[src/rtl/core/alc_ram.sv]
// Generic single-write, single-read synchronous RAM with registered read.
// Used for every store of the clustering core. No dependencies.
module alc_ram #(
	parameter int WIDTH = 32,
	parameter int DEPTH = 64
) (
	input  logic                     clk,
	input  logic                     we,
	input  logic [$clog2(DEPTH)-1:0] waddr,
	input  logic [WIDTH-1:0]         wdata,
	input  logic [$clog2(DEPTH)-1:0] raddr,
	output logic [WIDTH-1:0]         rdata
);

	logic [WIDTH-1:0] mem [DEPTH];

	always_ff @(posedge clk) begin
		if (we) begin
			mem[waddr] <= wdata;
		end
		rdata <= mem[raddr];
	end

endmodule

[config.mk]
export PLATFORM = sky130hd
export DESIGN_NAME = alc_ram
export DESIGN_NICKNAME = d
export VERILOG_FILES = /design/src/rtl/core/alc_ram.sv
export SDC_FILE = /design/constraint.sdc
export NUM_CORES = 2
export LEC_CHECK = 0
export BUFFER_PORTS_ARGS = -buffer_cell sky130_fd_sc_hd__buf_2
export CAP_MARGIN = 15
export CORE_MARGIN = 4
export CORE_UTILIZATION = 50
export CTS_BUF_LIST = sky130_fd_sc_hd__clkbuf_4 sky130_fd_sc_hd__clkbuf_8
export DETAILED_ROUTE_END_ITERATION = 6
export PLACE_DENSITY = 0.65
export SLEW_MARGIN = 20
export SYNTH_ARGS = -nofsm -noshare
export SYNTH_HDL_FRONTEND = slang
export SYNTH_SLANG_ARGS = --single-unit
[constraint.sdc]
create_clock -name clk -period 3.6 [get_ports clk]
set_clock_uncertainty 0.15 [all_clocks]
set_input_delay 0 -clock clk [delete_from_list [all_inputs] [get_ports clk]]
set_output_delay 0 -clock clk [all_outputs]
set_load 0.005 [all_outputs]
==> impl_metrics.toml <==
[setup_path]
reg2reg_depth = 8
start_kind = "input port"
cp_top_family = "buffers and inverters"
critPathMaxFanout = 26
critPathRequiredTime_ns = 4.33
path_common_cell = "dlygate4sd3_1"
arrival_ns = 4.12
crit_cells = 12
worst-path-buf-inv = 7
end_kind = "flop"
path_cells = "dlygate4sd3_1 -> buf_8 -> buf_12 -> buf_4 -> mux4_2 -> o22ai_1 -> dlygate4sd3_1 -> nor2_1 -> dlygate4sd3_1 -> a21oi_1 -> dlygate4sd3_1 -> nor2_1"
critPathMaxStageDelay_ns = 0.58
critPathKind = "input port to flop"
cp_slowest_cell = "dlygate4sd3_1"

[cts]
cts_post_setup_buffers_inserted = 0
cts_repair_resize_count = 0
cts-htree-levels = 5
numClockSinks = 2080
cts_tree = "built"
clock-root-buffer = "clkbuf_8"
cts_buffer_depth = 4
clkLatencyLatePin_ns = 1.02
cts_buffers = 345
clk_pin_slew_ns = 0.06
hold_buffers = 60

[timing]
fmax_mhz = 295
fin_crit_ns = 3.39
finalCritPeriodShare_pct = 94.2
relSlewSlack_pct = 29.0
worst_pin_slew_ns = 1.06
timing.setup.tns_ns = 0
setup_viol = 0
rsz0062_at_grt = "no"
drv_slew = 0
finalHoldViolCount = 0

[final_layout]
seqCellArea_mm2 = 0.0621
multiInputGateArea_mm2 = 0.0160
nNetsFinal = 3871
area.growth.synth_to_final_pct = 15.1
drive_gt1_share_pct = 34.4
nFillCells = 11100

[pwr]
combPwrFrac_pct = 5.1
switching_power_uw = 10500
p_seq_share_pct = 54.8
ir_worst_vdd_mv = 0.410
power_uw = 49200
p_int_uw = 38700
leakage_uw = 0.0286
powerDensity_mw_per_mm2 = 544
switching_share_pct = 21.4
p_clk_share_pct = 40.1

[die]
start_util_pct = 50.3
die_area_mm2 = 0.163
num_io_pins = 78
rows = 145
dieWidth_um = 404
dieHeight_um = 404
core_area_mm2 = 0.156

[routing]
drt-initial-drc-count = 4502
vias_per_cell = 6.19
antenna_left = 0
wire_per_inst_um = 32.3
dr_total_vias = 38000
first_pass_iters = 5
wl_um = 198000
drt_drc_violations_left = 0

[job]
max_cap_violations = 0

[global_routing]
grt_pass1_wl_um = 283000
grt_use_met3_pct = 5.37
antenna_found_initial = 12
grtUsageMet1_pct = 35.5
gr-max-usage-layer = "met2"
track_usage_pct = 24.5
grt_start_max_net_pins = 65
grt_overflow = 0
use_met2_pct = 38.6
grt_pass1_vias = 38800

[synth]
ys_types = 34
netlist.area_leader.share_pct = 78.3
synth-seq-cells = 2080
synth_warnings = 0
syn-num-nets = 3370
syn_inst = 3324
avgSynthCellArea_um2 = 23.6
yosysSeqAreaShare_pct = 79.1
synth_top_area_cell = "edfxtp_1"
synth_area_leaders = "edfxtp_1, mux4_2, mux2i_1"
syn_area_mm2 = 0.0785

[placement]
routabilityCongestion = 0.795
hpwlAfterDp_um = 109000
io_buffers = 77

[min_path]
hp-class = "input port to flop"
hold_path_depth = 2

[status]
status = "completed"
==> cell usage in the layout, fill, tap and decap left out, types with 41 or more instances in the layout <==
cell type	count
clkinv_1	64
clkbuf_8	362
buf_2	46
buf_12	41
edfxtp_1	2048
dlygate4sd3_1	79
nor2_1	75
mux2i_1	93
nor2_4	62
buf_4	166
clkbuf_4	126
mux4_2	544
a21oi_1	62
o22ai_1	84
==> power by group through the flow <==
stage	combinational [uW]	sequential, uW	clock (uW)
global route	2660	26900	21300
CTS	2500	27000	20100
finish	2500	26900	19700
floorplan	1300	27400	0
global placement	2400	27500	0
detailed placement	2430	27500	0
==> final cells by class <==
| cell class | count | area share (%) |
|---|---|---|
| Sequential cell | 2080 | 68.8 |
| Multi-Input combinational cell | 1062 | 17.7 |
| Clock buffer | 488 | 6.56 |
| Timing Repair Buffer | 336 | 3.48 |
| Tap cell | 2058 | 2.85 |
| Clock inverter | 105 | 0.623 |
| Antenna cell | 6 | 0.0166 |
==> synth_stat cells <==
| cell | number |
|---|---|
| o221ai_1 | 27 |
| a311oi_1 | 8 |
| buf_6 | 5 |
| and3_1 | 4 |
| nand2_1 | 26 |
| nand2b_1 | 8 |
| or2_0 | 1 |
| buf_4 | 25 |
| dfxtp_1 | 32 |
| nor3_1 | 7 |
| nand3b_1 | 5 |
| nand3_1 | 5 |
| a22oi_1 | 12 |
| a21oi_1 | 62 |
| edfxtp_1 | 2048 |
| o22ai_1 | 84 |
| a41o_1 | 4 |
| mux4_2 | 544 |
| and2_1 | 2 |
| clkbuf_1 | 74 |
| or2_2 | 1 |
| nor2_1 | 137 |
| o32ai_1 | 4 |
| nand4b_1 | 1 |
| mux2i_1 | 93 |
| buf_2 | 57 |
| or2_1 | 1 |
| nand4_1 | 2 |
| a31oi_1 | 1 |
| or3_1 | 3 |
| or3b_2 | 3 |
| or3b_1 | 2 |
| buf_1 | 21 |
| nor2b_1 | 15 |
==> path summary, 6_finish.rpt <==
path	slack, ns	startpoint	endpoint
setup / recovery	0.21	raddr[0]	rdata[13]
hold / removal	0.01	wdata[10]	mem[40][10]
setup reg to reg	0.42	mem[50][13]	rdata[13]
hold reg to reg	0.67	mem[12][17]	rdata[17]
==> per-stage QoR <==
stage	util (%)	setup slack [ns]	hold slack (ns)	area, um2	std cells
3_5_place_dp	53.1	0.353	0.231	82900	5455
2_1_floorplan	-	0.290	-0.0511	78500	3324
6_report	57.8	0.210	0.0127	90300	6135
5_1_grt	57.8	0.0726	0.0139	90300	6130
4_1_cts	57.6	0.323	0.0127	90000	6108
3_3_place_gp	53.1	0.351	0.243	82900	5455
==> metal layers <==
layer	share of wire [%]	routed length, um
met5	0.024	48
met4	2.0	4050
met3	8.7	17200
met2	48	96000
met1	41	80800
==> logic make-up (layout without fill, tap and decap cells) <==
| family | count (synthesis) | count (layout) | share of synthesized area, % |
|---|---|---|---|
| flip-flops | 2080 | 2080 | 79.1 |
| multiplexers | 637 | 637 | 16.8 |
| AND/OR/NAND/NOR | 223 | 223 | 1.27 |
| AO/OA/AOI/OAI | 202 | 202 | 1.67 |
| buffers and inverters | 182 | 929 | 1.13 |
| other | 0 | 6 | 0 |
==> sequential cells by signal, indices dropped and copies added (netlist names) <==
register	cells
mem	2048
rdata	32
Power figures use the tool's default switching activity.
